File: src/sxd_pkg.sv
// Package for the STX/ETX deframer with XOR block check.
// Holds the framing bytes, the receive phase type and the result kind codes.
// No dependencies.
package sxd_pkg;

	localparam logic [7:0] STX_BYTE = 8'h02;
	localparam logic [7:0] ETX_BYTE = 8'h03;

	typedef enum logic [2:0] {
		PH_HUNT = 3'd0,
		PH_SID  = 3'd1,
		PH_LEN  = 3'd2,
		PH_DATA = 3'd3,
		PH_BCC  = 3'd4,
		PH_ETX  = 3'd5
	} phase_t;

	typedef enum logic [2:0] {
		KIND_HEADER  = 3'd0,
		KIND_PAYLOAD = 3'd1,
		KIND_OK      = 3'd2,
		KIND_BADBCC  = 3'd3,
		KIND_BADETX  = 3'd4
	} kind_t;

endpackage

File: src/stx_etx_xor_bcc_deframer.sv
// Top level of the STX/ETX deframer with XOR block check.
// Depends on sxd_pkg for the phase type, kind codes and framing bytes.
//
// Usage: received serial bytes enter on rx_byte with in_valid/in_stall. The
// block hunts for STX, takes station id and length, reports a header beat,
// reports each payload beat, checks the XOR BCC and the closing ETX, and
// reports a status beat (frame ok, bad bcc or bad etx) with last set.
// Downstream drops the beats of a frame that ends in an error.
// Results leave on kind, data_byte, station_id, frame_length and last with
// out_valid/out_stall. Every beat carries the current station id and length.
// Throughput is one input beat per cycle while in_stall is low. An accepted
// byte is held in the input register and decoded from there into the output
// register, where its result waits until the receiver takes it. Bytes that
// cause no result pass through without waiting for the output side.
// While the receiver stalls a full output register, a byte that would give
// a result waits in the input register and in_stall rises; no beat is lost.
// Reset clears the valid flags and returns the block to STX hunting with a
// cleared check accumulator, count, station id and length.
module stx_etx_xor_bcc_deframer (
	input  logic       clk,
	input  logic       arst_n,
	input  logic       in_valid,
	output logic       in_stall,
	input  logic [7:0] rx_byte,
	output logic       out_valid,
	input  logic       out_stall,
	output logic [2:0] kind,
	output logic [7:0] data_byte,
	output logic [7:0] station_id,
	output logic [7:0] frame_length,
	output logic       last
);

	logic               valid_s1;
	logic [7:0]         byte_s1;
	logic               valid_s2;
	sxd_pkg::kind_t     kind_s2;
	logic [7:0]         data_s2;
	logic [7:0]         station_s2;
	logic [7:0]         length_s2;
	logic               last_s2;

	sxd_pkg::phase_t    phase_q;
	logic [7:0]         accum_q;
	logic [7:0]         left_q;
	logic [7:0]         station_q;
	logic [7:0]         length_q;

	sxd_pkg::phase_t    phase_d;
	logic [7:0]         accum_d;
	logic [7:0]         left_d;
	logic [7:0]         station_d;
	logic [7:0]         length_d;
	logic               res_valid;
	sxd_pkg::kind_t     res_kind;
	logic [7:0]         res_data;
	logic               res_last;

	logic               s2_free;
	logic               s1_adv;
	logic               s1_take;

	always_comb begin
		phase_d   = phase_q;
		accum_d   = accum_q;
		left_d    = left_q;
		station_d = station_q;
		length_d  = length_q;
		res_valid = 1'b0;
		res_kind  = sxd_pkg::KIND_HEADER;
		res_data  = 8'h00;
		res_last  = 1'b0;
		unique case (phase_q)
			sxd_pkg::PH_SID: begin
				station_d = byte_s1;
				accum_d   = accum_q ^ byte_s1;
				phase_d   = sxd_pkg::PH_LEN;
			end
			sxd_pkg::PH_LEN: begin
				length_d  = byte_s1;
				left_d    = byte_s1;
				accum_d   = accum_q ^ byte_s1;
				phase_d   = (byte_s1 != 8'h00) ? sxd_pkg::PH_DATA : sxd_pkg::PH_BCC;
				res_valid = 1'b1;
				res_kind  = sxd_pkg::KIND_HEADER;
			end
			sxd_pkg::PH_DATA: begin
				accum_d   = accum_q ^ byte_s1;
				left_d    = left_q - 8'd1;
				if (left_q == 8'd1) begin
					phase_d = sxd_pkg::PH_BCC;
				end
				res_valid = 1'b1;
				res_kind  = sxd_pkg::KIND_PAYLOAD;
				res_data  = byte_s1;
			end
			sxd_pkg::PH_BCC: begin
				if (byte_s1 != accum_q) begin
					phase_d   = sxd_pkg::PH_HUNT;
					res_valid = 1'b1;
					res_kind  = sxd_pkg::KIND_BADBCC;
					res_last  = 1'b1;
				end else begin
					phase_d = sxd_pkg::PH_ETX;
				end
			end
			sxd_pkg::PH_ETX: begin
				phase_d   = sxd_pkg::PH_HUNT;
				res_valid = 1'b1;
				res_last  = 1'b1;
				res_kind  = (byte_s1 == sxd_pkg::ETX_BYTE) ? sxd_pkg::KIND_OK
				                                           : sxd_pkg::KIND_BADETX;
			end
			default: begin
				phase_d = sxd_pkg::PH_HUNT;
				if (byte_s1 == sxd_pkg::STX_BYTE) begin
					accum_d = 8'h00;
					phase_d = sxd_pkg::PH_SID;
				end
			end
		endcase
	end

	assign s2_free  = !valid_s2 || !out_stall;
	assign s1_adv   = valid_s1 && (!res_valid || s2_free);
	assign in_stall = valid_s1 && !s1_adv;
	assign s1_take  = in_valid && !in_stall;

	always_ff @(posedge clk or negedge arst_n) begin
		if (!arst_n) begin
			valid_s1 <= 1'b0;
		end else if (s1_take) begin
			valid_s1 <= 1'b1;
		end else if (s1_adv) begin
			valid_s1 <= 1'b0;
		end
	end

	always_ff @(posedge clk) begin
		if (s1_take) begin
			byte_s1 <= rx_byte;
		end
	end

	always_ff @(posedge clk or negedge arst_n) begin
		if (!arst_n) begin
			phase_q   <= sxd_pkg::PH_HUNT;
			accum_q   <= 8'h00;
			left_q    <= 8'h00;
			station_q <= 8'h00;
			length_q  <= 8'h00;
		end else if (s1_adv) begin
			phase_q   <= phase_d;
			accum_q   <= accum_d;
			left_q    <= left_d;
			station_q <= station_d;
			length_q  <= length_d;
		end
	end

	always_ff @(posedge clk or negedge arst_n) begin
		if (!arst_n) begin
			valid_s2 <= 1'b0;
		end else if (s2_free) begin
			valid_s2 <= s1_adv && res_valid;
		end
	end

	always_ff @(posedge clk) begin
		if (s2_free && s1_adv && res_valid) begin
			kind_s2    <= res_kind;
			data_s2    <= res_data;
			station_s2 <= station_d;
			length_s2  <= length_d;
			last_s2    <= res_last;
		end
	end

	assign out_valid    = valid_s2;
	assign kind         = kind_s2;
	assign data_byte    = data_s2;
	assign station_id   = station_s2;
	assign frame_length = length_s2;
	assign last         = last_s2;

`ifndef ASSERT_OFF
	a_last_on_status: assert property (@(posedge clk) disable iff (!arst_n)
		out_valid |-> (last == ((kind == sxd_pkg::KIND_OK) ||
			(kind == sxd_pkg::KIND_BADBCC) || (kind == sxd_pkg::KIND_BADETX))))
		else $error("last does not match a status beat");

	a_data_only_payload: assert property (@(posedge clk) disable iff (!arst_n)
		(out_valid && (kind != sxd_pkg::KIND_PAYLOAD)) |-> (data_byte == 8'h00))
		else $error("data_byte set on a non-payload beat");

	a_no_stall_when_idle: assert property (@(posedge clk) disable iff (!arst_n)
		!valid_s1 |-> !in_stall)
		else $error("input stalled with an empty input register");

	a_status_returns_hunt: assert property (@(posedge clk) disable iff (!arst_n)
		(s1_adv && res_valid && res_last) |=> (phase_q == sxd_pkg::PH_HUNT))
		else $error("phase did not return to hunting after a frame end");
`endif

endmodule
File: config.mk
export PLATFORM = sky130hd
export DESIGN_NAME = stx_etx_xor_bcc_deframer
export DESIGN_NICKNAME = d
export VERILOG_FILES = /design/src/sxd_pkg.sv /design/src/stx_etx_xor_bcc_deframer.sv
export SDC_FILE = /design/constraint.sdc
export NUM_CORES = 1
export LEC_CHECK = 0
export ABC_AREA = 1
export BUFFER_PORTS_ARGS = -buffer_cell sky130_fd_sc_hd__buf_2
export CAP_MARGIN = 25
export CORE_MARGIN = 4
export CORE_UTILIZATION = 28
export CTS_BUF_LIST = sky130_fd_sc_hd__clkbuf_8
export CTS_CLUSTER_SIZE = 12
export DETAILED_ROUTE_END_ITERATION = 10
export GPL_TIMING_DRIVEN = 0
export SLEW_MARGIN = 5
export SYNTH_ARGS = -nofsm -noshare
export SYNTH_HDL_FRONTEND = slang
export SYNTH_SLANG_ARGS = --single-unit
File: constraint.sdc
create_clock -name clk -period 3.4 [get_ports clk]
set_input_delay 0.34 -clock clk [delete_from_list [all_inputs] [get_ports clk]]
set_output_delay 0.34 -clock clk [all_outputs]
set_load 0.05 [all_outputs]
Yosys cells after proc, flatten, opt, wreduce, memory -nomap -nowiden
Cells that the tools add are included.
{ "totals": {"ram_bits": 0, "input_bits": 12, "out_inout_bits": 30, "reg_bits": 73, "memories": 0, "mem_bits_ro": 0, "latchBits": 0} }
{ "classes": {"reduce_logical": 23, "n_eq_ne": 10, "muxes": 18, "n_lt_le_gt_ge": 0, "bitwise_logic": 2, "add_sub_neg": 1, "div": 0, "n_mul": 0, "shifts": 0} }
{ "op_table": {"columns": ["op", "n"], "rows": [
  ["8-bit one-hot mux with 2 select lines", 2],
  ["8-bit two-way mux", 3],
  ["8-bit by 2-bit == test with 1-bit output, second input constant", 2],
  ["3-bit one-hot mux with 5 select lines", 1],
  ["3-bit two-way mux", 4],
  ["3-bit one-hot mux with 3 select lines", 1],
  ["8-bit by 1-bit == test with 1-bit output, second input constant", 1],
  ["8-bit inequality test", 1],
  ["8-bit nonzero test", 1],
  ["8-bit by 1-bit subtractor with 8-bit output, second input constant", 1],
  ["8-bit bitwise XOR", 1],
  ["3-bit by 2-bit == test with 1-bit output, second input constant", 2],
  ["3-bit == test, second input constant", 2],
  ["1-bit logical AND", 6],
  ["2-bit nonzero test", 3],
  ["3-bit OR reduction", 2],
  ["1-bit logical NOT", 5],
  ["1-bit two-way mux", 4],
  ["1-bit one-hot mux with 2 select lines", 2],
  ["2-bit AND reduction", 2],
  ["3-bit by 1-bit == test with 1-bit output, second input constant", 1],
  ["3-bit AND reduction", 1],
  ["1-bit logical OR", 2],
  ["2-bit two-way mux", 1],
  ["other kinds (3)", 3]
]} }

Depth between registers and ports, before layout
{ "logic_depth": {"depth_word": 11, "mapped_depth": 13, "depth_no_buf": 12} }

Worst setup path after synthesis
OpenSTA, ideal clock, no wires.
{ "synth_path": {"path_kind": "reg2reg", "startpoint": "register byte_s1[0]", "endpoint": "register data_s2[0], in the netlist data_byte[0] (enable)", "arrival_time_ns": 2.143, "setup_time_ns": 0.413, "path_slack_ns": 0.845, "required_ns": 2.987, "synth_period_minus_slack_ns": 2.555, "stages_incl_launch_ff": 10, "path_cell_list": "edfxtp_1 -> nand2_1 -> nand2_1 -> nand2_1 -> nor2_2 -> nand2_1 -> nand2_2 -> nand2_2 -> nand2_1 -> nor2_1"} }
{ "synth_between": {"elab_chain_len": 8} }
{ "synth_lines": {"columns": ["element", "line_no", "rtl"], "rows": [
  ["start: declaration", "stx_etx_xor_bcc_deframer.sv:35", "logic [7:0] byte_s1;"],
  ["start signal: assignment", "stx_etx_xor_bcc_deframer.sv:141", "byte_s1 <= rx_byte;"],
  ["8-bit inequality test (*)", "stx_etx_xor_bcc_deframer.sv:98", "if (byte_s1 != accum_q) begin"],
  ["1-bit two-way mux (*)", "stx_etx_xor_bcc_deframer.sv:98", null],
  ["1-bit one-hot mux with 2 select lines (*)", "stx_etx_xor_bcc_deframer.sv:73", "unique case (phase_q)"],
  ["1-bit logical NOT", "stx_etx_xor_bcc_deframer.sv:125", "assign s1_adv = valid_s1 && (!res_valid || s2_free);"],
  ["1-bit logical OR", "stx_etx_xor_bcc_deframer.sv:125", null],
  ["1-bit logical AND", "stx_etx_xor_bcc_deframer.sv:125", null],
  ["1-bit logical AND", "stx_etx_xor_bcc_deframer.sv:170", "if (s2_free && s1_adv && res_valid) begin"],
  ["1-bit logical AND (*)", "stx_etx_xor_bcc_deframer.sv:170", null],
  ["end signal: assignment", "stx_etx_xor_bcc_deframer.sv:172", "data_s2 <= res_data;"],
  ["end: declaration", "stx_etx_xor_bcc_deframer.sv:38", "logic [7:0] data_s2;"]
]} }
Mark *: on every way between the ends. The rest lies on a longest branch, timed or not.
A chain may end at the register's enable or synchronous reset.

Final worst setup path
{ "layout_path": {"startpoint": "register byte_s1[0]", "endpoint": "output in_stall"} }
{ "layout_between": {"elab_chain_len": 8} }
{ "layout_lines": {"columns": ["element", "line_no", "rtl"], "rows": [
  ["8-bit inequality test", "stx_etx_xor_bcc_deframer.sv:98", null],
  ["1-bit two-way mux", "stx_etx_xor_bcc_deframer.sv:98", null],
  ["1-bit one-hot mux with 2 select lines", "stx_etx_xor_bcc_deframer.sv:73", null],
  ["1-bit logical NOT", "stx_etx_xor_bcc_deframer.sv:125", null],
  ["1-bit logical OR", "stx_etx_xor_bcc_deframer.sv:125", null],
  ["1-bit logical AND", "stx_etx_xor_bcc_deframer.sv:125", null],
  ["1-bit logical NOT", "stx_etx_xor_bcc_deframer.sv:126", "assign in_stall = valid_s1 && !s1_adv;"],
  ["1-bit logical AND", "stx_etx_xor_bcc_deframer.sv:126", null],
  ["end: declaration", "stx_etx_xor_bcc_deframer.sv:23", "output logic in_stall,"]
]} }
No other way between the ends.

==> impl_results.md <==
* Status: completed
* Endpoints failing hold at 0
* CP max-delay cell: edfxtp_1
* Post-synthesis sequential area ratio at 58.07%
* Delay of the slowest critical-path stage at ~0.46 ns
* Ports at 42
* Drt first pass iters at 4
* PostCTS Resize Cnt at 0
* Via/cell ratio at 4.536
* Max VDD drop at 0.2140 mV
* Worst slew pin tran at between 0.8 and 0.9 ns
* Post-CTS Setup Repair Bufs at 0
* Net Count, Synth at roughly 400
* Pwr Total at between 3 and 4 mW
* Worst Path Arrival at between 2 and 2.5 ns
* Most used cell, CP: nand2_1
* Seq cells post-synth at 73
* Unique masters post-synth at 29
* Via Count at roughly 2.7k
* RSZ-0062 raised after global routing: false
* Setup TNS at 0 ns
* Placer Congestion at between 0.8 and 0.9
* Final period utilization at between 60% and 70%
* Area grow syn2layout at 17.96%
* Critical path capture point type: output pin
* Post-CTS Hold Buffers at 0
* Min cycle time layout at between 2 and 2.5 ns
* Starting Density at between 20% and 30%
* Worst setup path class: reg -> out
* Clk_lat worst skew at approximately 0.35 ns
* Leakage power at between 1.5 and 2 nW
* GRT Total Usage at about an eighth
* Clk_skew at between 0.007 and 0.008 ns
* Per-cell routed wire length at between 10 and 15 um
* Largest net degree at the start of global routing at 38
* Num CTS Buffers at 9
* GR Overflow Total at 0
* DP Worst Slack at between 1 and 1.5 ns
* Routed Antenna Nets at 0
* Max H-tree Level at 3
* IO buf count at between 40 and 50
* Most frequent cells in the layout: nand2_1 (117), buf_2 (44), dfrtp_1 (37)
* CP Cell Sequence: inv_2 > nand2_1 > nand2_1 > nand2_1 > nor2_2 > nand2_1 > nand2_2 > nand2_2 > nand2_4 > nor2_1 > buf_2
* DRT Wirelength at 8.252 mm
* Post-Place Cell Area at between 3000 and 4000 um^2
* Max-slew violations at 0
* MaxCap Viol Count at 0
* ANT cells at 0
* Startpoint Class: register
* DIE WIDTH at ~120 um
* # DRC at 0
* Post-Synthesis Cells at ~380
* Hpwl dp at 5.826 mm
* Top cell type's share of synthesized area at between 30% and 40%
* Core area at 12060 um^2
* Max-slew headroom at between 40% and 50%
* Global-route wire length before repair at about 14 mm
* Drt initial violations at 261
* Row Count at 40
* Nets at ~450
* CP required at between 3 and 4 ns
* Worst setup margin at between 1 and 1.5 ns
* Max Clock Freq at approximately 420 MHz
* CTS max path bufs at 2
* Synth Cell Area at between 3000 and 4000 um^2
* Crit-path max FO at 6
* Initial antenna violation count at 0
* Commonest non-fill, non-tap cell in the layout: nand2_1
* Die area at ~14000 um^2
* Die H at 119.1 um
* Clock sinks at 73
* Cell accounting for the most synthesized area: edfxtp_1
* Fraction of layout instances using a drive strength above 1 at 22.60%
* CTS tree: yes
* Avg Cell Area, Syn at 9.070 um^2
* Hold Crit Class: in -> async
* Fin area at 4076 um^2
* Yosys warning total at 0
* Vias in the first global route at 2684
* Power Dens Cells at around 870 nW/um^2
* Root buffer cell: clkbuf_8
* Final setup viols at 0
* Area contributors post-synth: edfxtp_1 (31%), dfrtp_1 (27%), nand2_1 (13%)
* Hold WS at between 0.1 and 0.15 ns
* CTS clk-pin slew, worst paths at about 0.070 ns
==> power breakdown <==
part | leakage [nW] | total (mW) | internal [mW] | switching, mW
clock network | 0.103 | 0.692 | 0.355 | 0.336
logic | 0.979 | 1.43 | 0.408 | 1.02
registers | 0.820 | 1.43 | 1.27 | 0.154
==> flip-flops by register name, indices dropped and copies added, names as in the netlist, 3 cells and up <==
signal        cells
length_q          8
accum_q           8
phase_q           3
byte_s1           8
station_q         8
data_byte         8
station_id        8
kind              3
left_q            8
frame_length      8
==> final cells by class <==
cell class / count / area (um^2)
Timing Repair Buffer: 41 / 205.2
Clock inverter: 6 / 60.06
Multi-Input combinational cell: 251 / 1216
Inverter: 46 / 172.7
Sequential cell: 73 / 2007
Fill cell: 1254 / 7985
Buffer: 11 / 67.56
Tap cell: 168 / 210.2
Clock buffer: 10 / 137.6
==> worst max-delay path, delay by kind of cell (launching register included) <==
kind / cells / cell delay [ns]
AND/OR/NAND/NOR: 9 / 0.81
flip-flops: 1 / 0.46
buffers and inverters: 2 / 0.40
==> layer usage <==
layer / routed length, um / global-route usage (%)
met1: 3567 / 15.93
met2: 3967 / 19.60
met3: 591 / 3.704
met4: 125 / 4.127
met5: 0 / 0
==> cells by family after synthesis <==
group	Yosys count	synth area share (%)
xor+xnor	1	0.2535
fa+ha+maj	2	0.7240
flops	73	58.07
compound gates	53	9.739
buf+inv	57	6.951
simple gates	195	24.26
==> final timing paths <==
check | startpoint | end | slack [ns] | depth (start not counted)
worst max-delay path | byte_s1[0] | in_stall | 1.04 | 11
worst min-delay path | arst_n | left_q[2] | 0.11 | 1
worst max register to register | byte_s1[0] | byte_s1[0] | 1.14 | 12
worst min register to register | length_q[6] | length_q[6] | 0.48 | 2
max in group asynchronous | arst_n | phase_q[0] | 2.73 | 1
min in group clk | rx_byte[6] | byte_s1[6] | 0.17 | 1
==> metrics by stage <==
| step | instances | util, % |
|---|---|---|
| after global placement | 590 | 32.10 |
| final | 606 | 33.80 |
| after CTS | 606 | 33.80 |
| after floorplan | 381 | - |
| after detailed placement | 590 | 32.16 |
| after global routing | 606 | 33.80 |
==> synthesized netlist by cell type, drive strengths merged <==
| master | count |
|---|---|
| a211oi | 1 |
| or2 | 1 |
| o22ai | 2 |
| clkbuf | 4 |
| nor2 | 35 |
| nand4 | 15 |
| a21oi | 4 |
| o21ai | 38 |
| buf | 7 |
| edfxtp | 36 |
| inv | 46 |
| nand2 | 121 |
| o21a | 8 |
| nor3 | 2 |
| dfrtp | 37 |
| ha | 2 |
| xor2 | 1 |
| nand3 | 21 |
Note: power is estimated with default switching activity, not from simulation.
